File: src/hw/rtl/bec_pkg.sv
package bec_pkg;

   localparam int NUM_BUTTONS = 5;
   localparam int TIME_BITS   = 32;
   localparam int INTERVAL_BITS = 32;

   localparam logic [INTERVAL_BITS-1:0] INTERVAL_RESET = INTERVAL_BITS'(300);

   typedef enum logic [1:0] {
      PHASE_NONE     = 2'd0,
      PHASE_PRESSED  = 2'd1,
      PHASE_RELEASED = 2'd2
   } phase_type;

   typedef struct packed {
      logic [NUM_BUTTONS-1:0] button_levels;
      logic [TIME_BITS-1:0]   now_ms;
   } req_type;

   typedef struct packed {
      logic [NUM_BUTTONS-1:0] held_mask;
      logic [NUM_BUTTONS-1:0] pressed_mask;
      logic [NUM_BUTTONS-1:0] released_mask;
      logic [NUM_BUTTONS-1:0] single_click_mask;
      logic [NUM_BUTTONS-1:0] double_click_mask;
   } rsp_type;

   typedef struct packed {
      logic held;
      logic pressed;
      logic released;
      logic single_click;
      logic double_click;
   } lane_flags_type;

endpackage

File: src/hw/rtl/bec_lane.sv
module bec_lane (
   input  logic                                    clock,
   input  logic                                    reset,
   input  logic                                    update,
   input  logic                                    level,
   input  logic [bec_pkg::TIME_BITS-1:0]           now_ms,
   input  logic [bec_pkg::INTERVAL_BITS-1:0]       interval,
   output bec_pkg::lane_flags_type                 flags
);

   logic                          last_level_ff;
   bec_pkg::phase_type            phase_ff;
   bec_pkg::phase_type            phase_in;
   logic [bec_pkg::TIME_BITS-1:0] stamp_ff;
   logic [bec_pkg::TIME_BITS-1:0] stamp_in;
   logic [bec_pkg::TIME_BITS-1:0] gap;
   logic                          in_window;
   logic                          press_edge;
   logic                          release_edge;

   assign gap          = now_ms - stamp_ff;
   assign in_window    = gap <= bec_pkg::TIME_BITS'(interval);
   assign press_edge   = level && !last_level_ff;
   assign release_edge = !level && last_level_ff;

   always_comb begin
      phase_in           = phase_ff;
      stamp_in           = stamp_ff;
      flags              = '0;
      flags.held         = level;
      flags.pressed      = press_edge;
      flags.released     = release_edge;
      if (press_edge) begin
         if (phase_ff == bec_pkg::PHASE_RELEASED) begin
            phase_in = bec_pkg::PHASE_NONE;
            if (in_window) begin
               flags.double_click = 1'b1;
            end else begin
               stamp_in = '0;
            end
         end else begin
            phase_in = bec_pkg::PHASE_PRESSED;
            stamp_in = now_ms;
         end
      end else if (release_edge) begin
         if (in_window) begin
            flags.single_click = 1'b1;
            phase_in           = bec_pkg::PHASE_RELEASED;
            stamp_in           = now_ms;
         end else begin
            phase_in = bec_pkg::PHASE_NONE;
            stamp_in = '0;
         end
      end
   end

   always_ff @(posedge clock) begin
      if (reset) begin
         last_level_ff <= 1'b0;
         phase_ff      <= bec_pkg::PHASE_NONE;
         stamp_ff      <= '0;
      end else if (update) begin
         last_level_ff <= level;
         phase_ff      <= phase_in;
         stamp_ff      <= stamp_in;
      end
   end

endmodule

File: src/hw/rtl/bec_merge.sv
module bec_merge (
   input  logic                                          clock,
   input  logic                                          reset,
   input  logic                                          load,
   input  bec_pkg::lane_flags_type [bec_pkg::NUM_BUTTONS-1:0] lane_flags,
   output logic                                          rsp_valid,
   input  logic                                          rsp_ready,
   output bec_pkg::rsp_type                              rsp_data
);

   bec_pkg::rsp_type rsp_data_in;
   bec_pkg::rsp_type rsp_data_ff;
   logic             rsp_valid_ff;

   always_comb begin
      for (int b = 0; b < bec_pkg::NUM_BUTTONS; b++) begin
         rsp_data_in.held_mask[b]         = lane_flags[b].held;
         rsp_data_in.pressed_mask[b]      = lane_flags[b].pressed;
         rsp_data_in.released_mask[b]     = lane_flags[b].released;
         rsp_data_in.single_click_mask[b] = lane_flags[b].single_click;
         rsp_data_in.double_click_mask[b] = lane_flags[b].double_click;
      end
   end

   always_ff @(posedge clock) begin
      if (reset) begin
         rsp_valid_ff <= 1'b0;
      end else if (load) begin
         rsp_valid_ff <= 1'b1;
      end else if (rsp_ready) begin
         rsp_valid_ff <= 1'b0;
      end
   end

   always_ff @(posedge clock) begin
      if (load) begin
         rsp_data_ff <= rsp_data_in;
      end
   end

   assign rsp_valid = rsp_valid_ff;
   assign rsp_data  = rsp_data_ff;

endmodule

File: src/hw/rtl/button_edge_and_click_detector_unit.sv
// Result: registered, valid in the cycle after the request transaction.
// Throughput: one transaction per cycle unless the response side stalls;
// one lane per button (subtract, compare to click interval), one merge register.
// Reset: synchronous; levels, phases and stamps clear to zero, interval to 300.
// Request ready drops only while a result waits and the response side stalls.
module button_edge_and_click_detector_unit (
   input  logic                                 clock,
   input  logic                                 reset,
   input  logic                                 req_valid,
   output logic                                 req_ready,
   input  bec_pkg::req_type                     req_data,
   output logic                                 rsp_valid,
   input  logic                                 rsp_ready,
   output bec_pkg::rsp_type                     rsp_data,
   input  logic                                 csr_valid,
   output logic                                 csr_ready,
   input  logic [bec_pkg::INTERVAL_BITS-1:0]    csr_data
);

   logic [bec_pkg::INTERVAL_BITS-1:0]                  interval_ff;
   logic                                               accept;
   bec_pkg::lane_flags_type [bec_pkg::NUM_BUTTONS-1:0] lane_flags;

   assign csr_ready = 1'b1;
   assign req_ready = !rsp_valid || rsp_ready;
   assign accept    = req_valid && req_ready;

   always_ff @(posedge clock) begin
      if (reset) begin
         interval_ff <= bec_pkg::INTERVAL_RESET;
      end else if (csr_valid && csr_ready) begin
         interval_ff <= csr_data;
      end
   end

   for (genvar b = 0; b < bec_pkg::NUM_BUTTONS; b++) begin : g_lane
      bec_lane u_lane (
         .clock    (clock),
         .reset    (reset),
         .update   (accept),
         .level    (req_data.button_levels[b]),
         .now_ms   (req_data.now_ms),
         .interval (interval_ff),
         .flags    (lane_flags[b])
      );
   end

   bec_merge u_merge (
      .clock      (clock),
      .reset      (reset),
      .load       (accept),
      .lane_flags (lane_flags),
      .rsp_valid  (rsp_valid),
      .rsp_ready  (rsp_ready),
      .rsp_data   (rsp_data)
   );

endmodule
File: config.mk
export PLATFORM = sky130hd
export DESIGN_NAME = button_edge_and_click_detector_unit
export DESIGN_NICKNAME = d
export VERILOG_FILES = /design/src/hw/rtl/bec_pkg.sv /design/src/hw/rtl/bec_lane.sv /design/src/hw/rtl/bec_merge.sv /design/src/hw/rtl/button_edge_and_click_detector_unit.sv
export SDC_FILE = /design/constraint.sdc
export NUM_CORES = 1
export LEC_CHECK = 0
export ABC_AREA = 0
export BUFFER_PORTS_ARGS = -buffer_cell sky130_fd_sc_hd__buf_2
export CORE_MARGIN = 2
export CORE_UTILIZATION = 63
export CTS_CLUSTER_SIZE = 8
export DETAILED_ROUTE_END_ITERATION = 12
export PLACE_DENSITY = 0.84
export SLEW_MARGIN = 20
export SYNTH_ARGS = -nofsm -noshare
export SYNTH_HDL_FRONTEND = slang
export SYNTH_SLANG_ARGS = --single-unit
File: constraint.sdc
create_clock -name clock -period 6.86 [get_ports clock]
set_input_delay 1.029 -clock clock [delete_from_list [all_inputs] [get_ports clock]]
set_output_delay 1.029 -clock clock [all_outputs]
set_load 0.03 [all_outputs]
==> metrics.md, run 1 <==
| Metric | Value |
|---|---|
| Worst rel slew slack | 0.304 |
| Simple-gate share of the synthesized area | 0.139 |
| Setup crit end kind | register |
| Worst path depth | 23 |
| Die area | approximately 33000 um^2 |
| Final GP Congestion | about 1.0 |
| Largest net degree at the start of global routing | 45 |
| P&R area growth vs syn | 10.7% |
| Synthesized flop and latch total | around 230 |
| Worst Path Class, Setup | input port to register |
| Num rows | between 60 and 70 |
| Post-CTS Hold Buffers | 0 |
| RSZ-0062 raised after global routing | no |
| Avg Inst Size Synth | about 8.4 um^2 |
| CP cell instances | buf_2 > inv_1 > ha_1 > fa_1 > nor2b_1 > o21ai_0 > a21boi_0 > o2111ai_1 > nand3_1 > o2111ai_1 > a41oi_1 > nor2_1 > o311ai_0 > ha_1 > nand4_1 > nor4_1 > o21ai_0 > a21oi_1 > buf_4 > o21ai_1 > and2_1 > buf_4 > a22o_1 |
| Routed length per instance | between 20 and 25 um |
| Initial DRC count | about 1600 |
| Crit path DAT | about 6.6 ns |
| Largest family of logic cells by synthesized area | compound AO/OA/AOI/OAI gates |
| Compound-Gate Fraction of Synth Area | 0.262 |
| FILL cells | ~2500 |
| Max-cap check violation count | 0 |
| Initial Util | 0.635 |
| Die height | about 180 um |
| Final antenna diode count | 0 |
| Clock power share | 0.311 |
| Global-route wire length before repair | roughly 94000 um |
| Critical path startpoint category | input port |
| Grt ovf | 0 |
| Switching Fraction | 0.364 |
| FMAX | 161 MHz |
| Post-synth EDFFs | 25 |
| Status | completed |
| Die width | 182 um |
| Post-CTS setup buffers | 0 |
| Crit-path leading delay family | compound AO/OA/AOI/OAI gates |
| Hold path depth | 2 |
| Most used DFF post-synth | dfxtp_1 |
| IO Port Bufs | 100 |
| Worst Reg2Reg Path Length in Cells | 21 |
| Sw Pwr | roughly 0.0019 W |
| HP Class | register to register |
| Post-Synth Adder-Cell Area | 0.213 |
| Mapped Cells | approximately 2400 |
| Final #Nets | between 2000 and 3000 |
| WL final | just over 60000 um |
| CTS clock-pin slew for the worst setup and hold paths | approximately 0.05 ns |
| Clock buffer depth | 3 |
| Clock skew | between 0.03 and 0.04 ns |
| Worst-skew pair later-pin latency | 0.53 ns |
| Final Cycle Share | 0.905 |
| DRC | 0 |
| Sequential share of the synthesized area | 0.247 |
| Max VDD drop | 142 uV |
| Crit-path max FO | 20 |
| Final Max Slew Viols | 0 |
| Critical path's slowest cell | nor4_1 |
| Commonest non-fill, non-tap cell in the layout | ha_1 |
| Yosys cell types | 85 |
| Post-CTS sizing | 0 |
| Minimum clock period after layout | slightly above 6 ns |
| Post-Synth XOR/XNOR Area | 0.0551 |
| Pre-CTS setup slack | ~0.34 ns |
| Data required time of the worst path | approximately 7.3 ns |
| Final worst slack | between 0.6 and 0.7 ns |
| Worst hold slack | 0.447 ns |
| Post-DRT Antenna Nets | 0 |
| DR vias | ~19000 |
| Post-Syn Area | 19900 um^2 |
| Final Hold Viols | 0 |
| Post-DP HPWL | 46600 um |
| Multiplexer area fraction after synthesis | 0.0161 |
| Pint | around 0.0033 W |
| Logic gate share of total power | 0.395 |
| Area of the core | roughly 31000 um^2 |
| Gr usage total | 0.361 |
| Setup TNS | 0 ns |
| Inserted Clock Buffers | 35 |
| Buf/Inv on CP | 4 |
| Design area | approximately 22000 um^2 |
| H-tree depth | 2 |
| Measured slew at the worst slew-check pin | 1.04 ns |
| Power Density | around 230 nW/um^2 |
| Reg power frac | 0.294 |
| Vias in the first global route | 17800 |
| Synth Warn # | 0 |
| Asr flop ratio synth | 0 |
| Leakage | 9.62 nW |
| Drt via density | approximately 6.4 |
| Initial antenna violation count | 0 |
| Most frequent cells in the layout | 330 x ha_1, 275 x inv_1, 208 x dfxtp_1 |
| Final-report setup violation count | 0 |
| TritonCTS Sinks | ~230 |
| First drt pass iteration count | 6 |
| Core Util, Final | 0.702 |
| Worst path max stage delay | just under 0.6 ns |
| Clock Root Buffer | clkbuf_16 |
| Net Count, Synth | between 2000 and 3000 |
| I/O pin cnt | just over 100 |
| Share of layout cells above drive strength 1 | 0.0885 |
| CTS tree | done |
| Area post-placement | around 21000 um^2 |
[power by group through the flow]
stage	registers [W]	logic (W)	clock network (W)
after floorplan	0.00155	0.00140	0
after global placement	0.00154	0.00189	0
after detailed placement	0.00154	0.00197	0
after CTS	0.00152	0.00199	0.00161
after global routing	0.00152	0.00224	0.00167
final	0.00152	0.00204	0.00160
[layer usage]
layer | vias up | global-route usage | part of all wire
li1 | 8754 | - | -
met1 | 8726 | 0.457 | 0.41
met2 | 896 | 0.592 | 0.45
met3 | 230 | 0.0676 | 0.093
met4 | 0 | 0.178 | 0.054
met5 | - | 0 | 0
[area by class of cell]
type,count,area (um^2),share of cell area
inverters,276,1040,0.0471
well taps,402,503,0.0229
multi-input cells,1789,13700,0.622
flip-flops and latches,233,4910,0.223
clock inverters,2,25.0,0.00114
clock buffers,49,960,0.0436
repair buffers,136,873,0.0397
[flip-flops by register name, indices dropped and copies added (netlist names)]
name / flops
g_lane.u_lane.stamp_ff: 160
interval_ff: 32
u_merge.rsp_data: 25
g_lane.u_lane.phase_ff: 10
g_lane.u_lane.last_level_ff: 5
u_merge.rsp_valid: 1
[final timing paths]
path                                                                 start                                         end  slack [ns]
worst max register to register   g_lane[0].u_lane.stamp_ff[0]$_SDFFE_PP0P_  g_lane[0].u_lane.stamp_ff[12]$_SDFFE_PP0P_        1.19
worst min-delay path            g_lane[1].u_lane.stamp_ff[19]$_SDFFE_PP0P_  g_lane[1].u_lane.stamp_ff[19]$_SDFFE_PP0P_        0.45
worst max-delay path                                           req_data[0]  g_lane[0].u_lane.stamp_ff[12]$_SDFFE_PP0P_        0.65
worst min register to register  g_lane[1].u_lane.stamp_ff[19]$_SDFFE_PP0P_  g_lane[1].u_lane.stamp_ff[19]$_SDFFE_PP0P_        0.45
[metrics by stage]
| stage | total power, W | std cells |
|---|---|---|
| 5_1_grt | 0.00543 | 2887 |
| 3_3_place_gp | 0.00343 | 2836 |
| 4_1_cts | 0.00512 | 2887 |
| 3_5_place_dp | 0.00351 | 2836 |
| 2_1_floorplan | 0.00294 | 2366 |
| 6_report | 0.00516 | 2887 |
[synth_stat cells, types with 38 or more instances]
cell type | n | share of area
a22o_1 | 125 | 0.055
xnor2_1 | 91 | 0.040
o21ai_0 | 104 | 0.026
o21a_1 | 38 | 0.014
nor2b_1 | 61 | 0.019
clkbuf_1 | 44 | 0.0083
ha_1 | 330 | 0.21
a21o_1 | 131 | 0.049
nor3_1 | 46 | 0.012
nor2_1 | 149 | 0.028
dfxtp_1 | 208 | 0.21
nand4_1 | 40 | 0.013
inv_1 | 275 | 0.052
nand2_1 | 102 | 0.019
a21oi_1 | 180 | 0.045
[tightest hold or removal path: cells and delay by family (launching register included)]
kind	cells	cell delay, ns
DFF	1	0.30
and+or+nand+nor	1	0.05
AOI/OAI and AO/OA	1	0.05
[logic make-up after synthesis]
logic type,Yosys count
mux,32
buf+inv,344
flops,233
other cells,1
compound gates,750
fa+ha+maj,335
simple gates,546
xor+xnor,125
Note: power is estimated with default switching activity, not from simulation.
==> run 2, diff against run 1 <==
--- a/config.mk
+++ b/config.mk
@@ -11,6 +11,7 @@
 export CORE_UTILIZATION = 63
 export CTS_CLUSTER_SIZE = 8
 export DETAILED_ROUTE_END_ITERATION = 12
+export GPL_TIMING_DRIVEN = 0
 export PLACE_DENSITY = 0.84
 export SLEW_MARGIN = 20
 export SYNTH_ARGS = -nofsm -noshare
==> run 2 against run 1 <==
- total power fell by 1.2%
- clock skew fell by 0.019 ns
- design area fell by 0.27%
- utilization fell by 0.19 points
- sequential share of layout area rose by 0.061 points
- clock-buffer cell count fell by 4
- critical path type unchanged
- largest power group unchanged
==> metrics.md, run 2 (synthesized netlist as in run 1, its figures left out) <==
| Metric | Value |
|---|---|
| DRC | 0 |
| DR vias | approximately 19000 |
| Final #Nets | approximately 2900 |
| Final GP Congestion | 0.986 |
| Met2 Track Usage GR | 0.602 |
| Post-DP HPWL | 47600 um |
| Largest net degree at the start of global routing | 26 |
| Core Util, Final | 0.701 |
| Routed length per instance | between 20 and 25 um |
| Die width | 182 um |
| CTS clock-pin slew for the worst setup and hold paths | 0.05 ns |
| IO Port Bufs | 97 |
| Minimum clock period after layout | 6.72 ns |
| I/O pin cnt | 102 |
| M1 GR Usage | 0.467 |
| Die area | roughly 33000 um^2 |
| R2R Setup Slk | 0.63 ns |
| Max-cap check violation count | 0 |
| Post-CTS Hold Buffers | 0 |
| Worst Path Class, Setup | input port to register |
| Initial Util | 0.635 |
| First drt pass iteration count | 6 |
| Global-route wire length before repair | roughly 94000 um |
| Vias in the first global route | 17900 |
| Area of the core | 31300 um^2 |
| Worst path max stage delay | 0.52 ns |
| CTS tree | done |
| Inserted Clock Buffers | 35 |
| Pre-CTS setup slack | -1.22 ns |
| Final-report setup violation count | 0 |
| Clock Root Buffer | clkbuf_16 |
| Final Max Slew Viols | 0 |
| Buf/Inv on CP | 3 |
| Largest register FFs | 160 |
| Initial DRC count | roughly 1800 |
| Initial antenna violation count | 0 |
| Crit-path leading delay family | compound AO/OA/AOI/OAI gates |
| RSZ-0062 raised after global routing | no |
| Crit path DAT | about 7.2 ns |
| Max VDD drop | 147 uV |
| Commonest non-fill, non-tap cell in the layout | ha_1 |
| Placed Cells incl. Taps | 2865 |
| Final worst slack | approximately 0.14 ns |
| Reg area | 4910 um^2 |
| Share of layout cells above drive strength 1 | 0.0828 |
| Power Density | ~230 nW/um^2 |
| WL final | slightly above 60000 um |
| Die height | between 150 and 200 um |
| Worst hold slack | 0.447 ns |
| Final Hold Viols | 0 |
| Critical path's slowest cell | or3b_1 |
| Most frequent cells in the layout | 330 x ha_1, 274 x inv_1, 208 x dfxtp_1 |
| H-tree depth | 2 |
| Worst rel slew slack | 0.308 |
| Status | completed |
| Post-DRT Antenna Nets | 0 |
| Final antenna diode count | 0 |
| HP Class | register to register |
| P&R area growth vs syn | 10.4% |
| Num rows | 65 |
| Clock skew | 0.0136 ns |
| Crit-path max FO | 10 |
| Biggest register | g_lane.u_lane.stamp_ff |
| Critical path startpoint category | input port |
| Met3 usage | 0.0453 |
| Data required time of the worst path | 7.29 ns |
| Drt via density | roughly 6.4 |
| GR peak layer | met2 |
| Clock buffer depth | 3 |
| Grt ovf | 0 |
| Top cell by count, worst path | ha_1 |
| Gr usage total | 0.362 |
| Tot Pwr | about 0.0051 W |
| Leakage | about 9.6 nW |
| TritonCTS Sinks | approximately 230 |
| Area occupied by multi-input gates | 13700 um^2 |
| Worst-skew pair later-pin latency | approximately 0.52 ns |
| Final Cycle Share | 0.979 |
| Setup crit end kind | register |
| CP cell instances | buf_2 > inv_1 > ha_1 > fa_1 > nor2b_1 > o31ai_1 > a21oi_2 > o31a_1 > a22o_1 > a31oi_2 > o21bai_1 > a21oi_1 > xnor2_1 > ha_1 > nand4_1 > nor4_4 > or3b_1 > nor3b_1 > a22o_2 > nor2_1 > o211ai_4 > clkbuf_2 > o21ai_0 |
| FILL cells | 2436 |
| Finished Layout Cells | around 2900 |
| FMAX | 149 MHz |
| Measured slew at the worst slew-check pin | 1.04 ns |
-- run 2: changes by cell type in the layout (fill, tap and decap cells not counted), moves of 3 or more --
cell,delta
buf_6,+4
buf_12,-8
nor4_1,-3
buf_4,-25
clkbuf_1,+37
buf_1,+13
clkbuf_2,+4
a21oi_4,-4
a21oi_2,+6
-- run 2: per-stage QoR --
step | instance area [um^2] | setup TNS, ns
2_1_floorplan | 19900 | 0
3_3_place_gp | 20900 | -58.37
3_5_place_dp | 20900 | -78.07
6_report | 21900 | 0
5_1_grt | 21900 | 0
4_1_cts | 21900 | 0
-- run 2: tightest hold or removal path: stages (launching register included) --
cell and delay, ns:
dfxtp_1 0.30, nand2_1 0.05, o21ai_1 0.05
-- run 2: final timing paths --
kind                                           endpoint                                       start  depth (start not counted)
max          g_lane[1].u_lane.stamp_ff[15]$_SDFFE_PP0P_                                 req_data[0]                         23
min          g_lane[1].u_lane.stamp_ff[23]$_SDFFE_PP0P_  g_lane[1].u_lane.stamp_ff[23]$_SDFFE_PP0P_                          2
max reg2reg  g_lane[4].u_lane.stamp_ff[11]$_SDFFE_PP0P_   g_lane[4].u_lane.stamp_ff[1]$_SDFFE_PP0P_                         21
min reg2reg  g_lane[1].u_lane.stamp_ff[23]$_SDFFE_PP0P_  g_lane[1].u_lane.stamp_ff[23]$_SDFFE_PP0P_                          2
-- run 2: layer usage --
| layer | wire [um] | share of wire | vias to the layer above |
|---|---|---|---|
| li1 | - | - | 8802 |
| met1 | 25100 | 0.41 | 8770 |
| met2 | 27400 | 0.45 | 859 |
| met3 | 5250 | 0.086 | 185 |
| met4 | 3160 | 0.052 | 0 |
| met5 | 0 | 0 | - |
-- run 2: report_power, final --
part	internal [W]	leakage, nW	switching, W
Clock	0.000943	0.469	0.000631
Sequential	0.00147	1.95	0.0000499
Combinational	0.000816	7.14	0.00119
Total	0.00323	9.55	0.00187
-- run 2: layout make-up --
class                      instances  area share
multi-input combinational       1789       0.625
sequential                       233       0.224
inverter                         276      0.0474
clock buffer                      45      0.0426
tap                              402      0.0229
timing repair buffer              98      0.0225
buffer                            68      0.0139
clock inverter                     3     0.00120
-- run 2: what timing repair did --
item,in CTS,in global routing
resized for setup,10,17
pin swaps,0,1
setup buffers,0,1
setup endpoints to repair,82,121
==> run 3, diff against run 2 <==
--- a/config.mk
+++ b/config.mk
@@ -8,11 +8,11 @@
 export ABC_AREA = 0
 export BUFFER_PORTS_ARGS = -buffer_cell sky130_fd_sc_hd__buf_2
 export CORE_MARGIN = 2
-export CORE_UTILIZATION = 63
+export CORE_UTILIZATION = 68
 export CTS_CLUSTER_SIZE = 8
 export DETAILED_ROUTE_END_ITERATION = 12
 export GPL_TIMING_DRIVEN = 0
-export PLACE_DENSITY = 0.84
+export PLACE_DENSITY = 0.89
 export SLEW_MARGIN = 20
 export SYNTH_ARGS = -nofsm -noshare
 export SYNTH_HDL_FRONTEND = slang
==> constraint.sdc (replaced) <==
create_clock -name clock -period 8.4 [get_ports clock]
set_input_delay 1.26 -clock clock [delete_from_list [all_inputs] [get_ports clock]]
set_output_delay 1.26 -clock clock [all_outputs]
set_load 0.03 [all_outputs]
==> run 3 against run 2 <==
- utilization increased by 5.9 points
- clock-buffer cell count unchanged
- highest routed layer unchanged
- critical endpoint is now g_lane[1].u_lane.stamp_ff[12]$_SDFFE_PP0P_
- register-to-register slack improved by 0.19 ns
- critical path type unchanged
==> metrics.md, run 3 (synthesized netlist as in run 1, its figures left out) <==
| Metric | Value |
|---|---|
| Area occupied by multi-input gates | 13600 um^2 |
| Inserted Clock Buffers | 35 |
| GR peak layer | met2 |
| Worst Path Class, Setup | input port to register |
| Initial DRC count | around 1800 |
| Final-report setup violation count | 0 |
| Biggest register | g_lane.u_lane.stamp_ff |
| Final Cycle Share | 0.969 |
| Initial Util | 0.692 |
| First drt pass iteration count | 6 |
| I/O pin cnt | 102 |
| Area of the core | roughly 29000 um^2 |
| Final Hold Viols | 0 |
| M1 GR Usage | 0.497 |
| Max-cap check violation count | 0 |
| IO Port Bufs | between 90 and 100 |
| Setup TNS | 0 ns |
| Reg area | 4910 um^2 |
| Post-CTS Hold Buffers | 0 |
| Crit-path max FO | 10 |
| Worst-skew pair later-pin latency | 0.52 ns |
| HP Class | register to register |
| Leakage | 9.50 nW |
| RSZ-0062 raised after global routing | no |
| Final #Nets | 2909 |
| Initial antenna violation count | 0 |
| Clock Root Buffer | clkbuf_16 |
| Most frequent cells in the layout | 330 x ha_1, 275 x inv_1, 208 x dfxtp_1 |
| Crit path DAT | between 8 and 9 ns |
| Data required time of the worst path | approximately 9 ns |
| Num rows | 62 |
| Final Max Slew Viols | 0 |
| Die area | between 30000 and 40000 um^2 |
| Final worst slack | between 0.2 and 0.3 ns |
| Met3 usage | 0.0779 |
| FILL cells | about 2200 |
| TritonCTS Sinks | approximately 230 |
| Final GP Congestion | approximately 0.98 |
| Met2 Track Usage GR | 0.645 |
| Worst rel slew slack | 0.280 |
| Routed length per instance | ~21 um |
| Largest net degree at the start of global routing | 26 |
| CTS clock-pin slew for the worst setup and hold paths | ~0.05 ns |
| H-tree depth | 2 |
| Setup crit end kind | register |
| Minimum clock period after layout | 8.14 ns |
| Share of layout cells above drive strength 1 | 0.0748 |
| P&R area growth vs syn | 9.66% |
| Max VDD drop | around 150 uV |
| Power Density | around 190 nW/um^2 |
| Vias in the first global route | ~18000 |
| Gr usage total | 0.395 |
| Final antenna diode count | 0 |
| Pre-CTS setup slack | 0.144 ns |
| Status | completed |
| Measured slew at the worst slew-check pin | around 1.1 ns |
| CTS tree | done |
| Clock buffer depth | 3 |
| Largest register FFs | between 150 and 200 |
| Global-route wire length before repair | about 95000 um |
| WL final | ~62000 um |
| Drt via density | 6.45 |
| Die width | around 170 um |
| Post-DP HPWL | between 40000 and 50000 um |
| FMAX | ~120 MHz |
| Core Util, Final | 0.759 |
| Grt ovf | 0 |
| Post-DRT Antenna Nets | 0 |
| DR vias | 18700 |
| Post-CTS setup buffers | 0 |
| Die height | about 170 um |
| DRC | 0 |
| Post-CTS sizing | 0 |
| Commonest non-fill, non-tap cell in the layout | ha_1 |
| Critical path startpoint category | input port |
| Clock skew | approximately 0.016 ns |
==> run 3: cell count changes in the layout (fill, tap and decap cells not counted), sizes merged <==
cell	previous run	this run
clkinv	1	2
inv	277	278
clkbuf	90	89
clkinvlp	1	0
==> run 3: final timing paths <==
path,startpoint,endpoint,slack [ns],cells past startpoint
setup / recovery,req_data[0],g_lane[1].u_lane.stamp_ff[12]$_SDFFE_PP0P_,0.26,22
hold reg to reg,g_lane[1].u_lane.stamp_ff[19]$_SDFFE_PP0P_,g_lane[1].u_lane.stamp_ff[19]$_SDFFE_PP0P_,0.44,2
setup reg to reg,g_lane[1].u_lane.stamp_ff[1]$_SDFFE_PP0P_,g_lane[1].u_lane.stamp_ff[12]$_SDFFE_PP0P_,0.82,21
hold / removal,g_lane[1].u_lane.stamp_ff[19]$_SDFFE_PP0P_,g_lane[1].u_lane.stamp_ff[19]$_SDFFE_PP0P_,0.44,2
==> run 3: area by class of cell <==
class	count	area share
buffer	68	0.0138
inverter	276	0.0475
tap	384	0.0220
clock buffer	45	0.0424
clock inverter	4	0.00144
sequential	233	0.226
timing repair buffer	97	0.0223
multi-input combinational	1789	0.625
==> run 3: worst max-delay path: stages <==
cell and delay (ns):
buf_2 0.14, inv_1 0.20, ha_1 0.25, nor2b_1 0.08
o31a_1 0.34, o311ai_1 0.74, a21boi_0 0.48, nor4_1 0.69
nor3b_1 0.28, a41oi_1 0.37, o21ai_0 0.18, xnor2_1 0.15
ha_1 0.30, nand4_2 0.11, nor4_2 0.68, or3b_1 0.57
nor3b_1 0.21, a22o_2 0.29, nor2_1 0.23, o211ai_2 0.36
clkbuf_1 0.39, o21ai_0 0.25
==> run 3: where the power goes <==
part / leakage (nW) / internal (W) / switching [W]
Combinational: 7.09 / 0.000661 / 0.000976
Sequential: 1.95 / 0.00120 / 0.0000403
Clock: 0.467 / 0.000762 / 0.000520
==> run 3: metrics by stage <==
step	hold WS (ns)	total power, W	std cells	instance area (um^2)
floorplan	0.422	0.00240	2366	19900
global placement	0.434	0.00277	2847	20800
detailed placement	0.438	0.00284	2847	20800
CTS	0.443	0.00412	2896	21800
global route	0.470	0.00436	2896	21800
finish	0.441	0.00416	2896	21800
==> run 3: metal layers <==
layer  up-vias  part of all wire
met5         -                 0
met4         0             0.057
met3       245              0.10
met2       950              0.44
met1      8673              0.40
li1       8805                 -
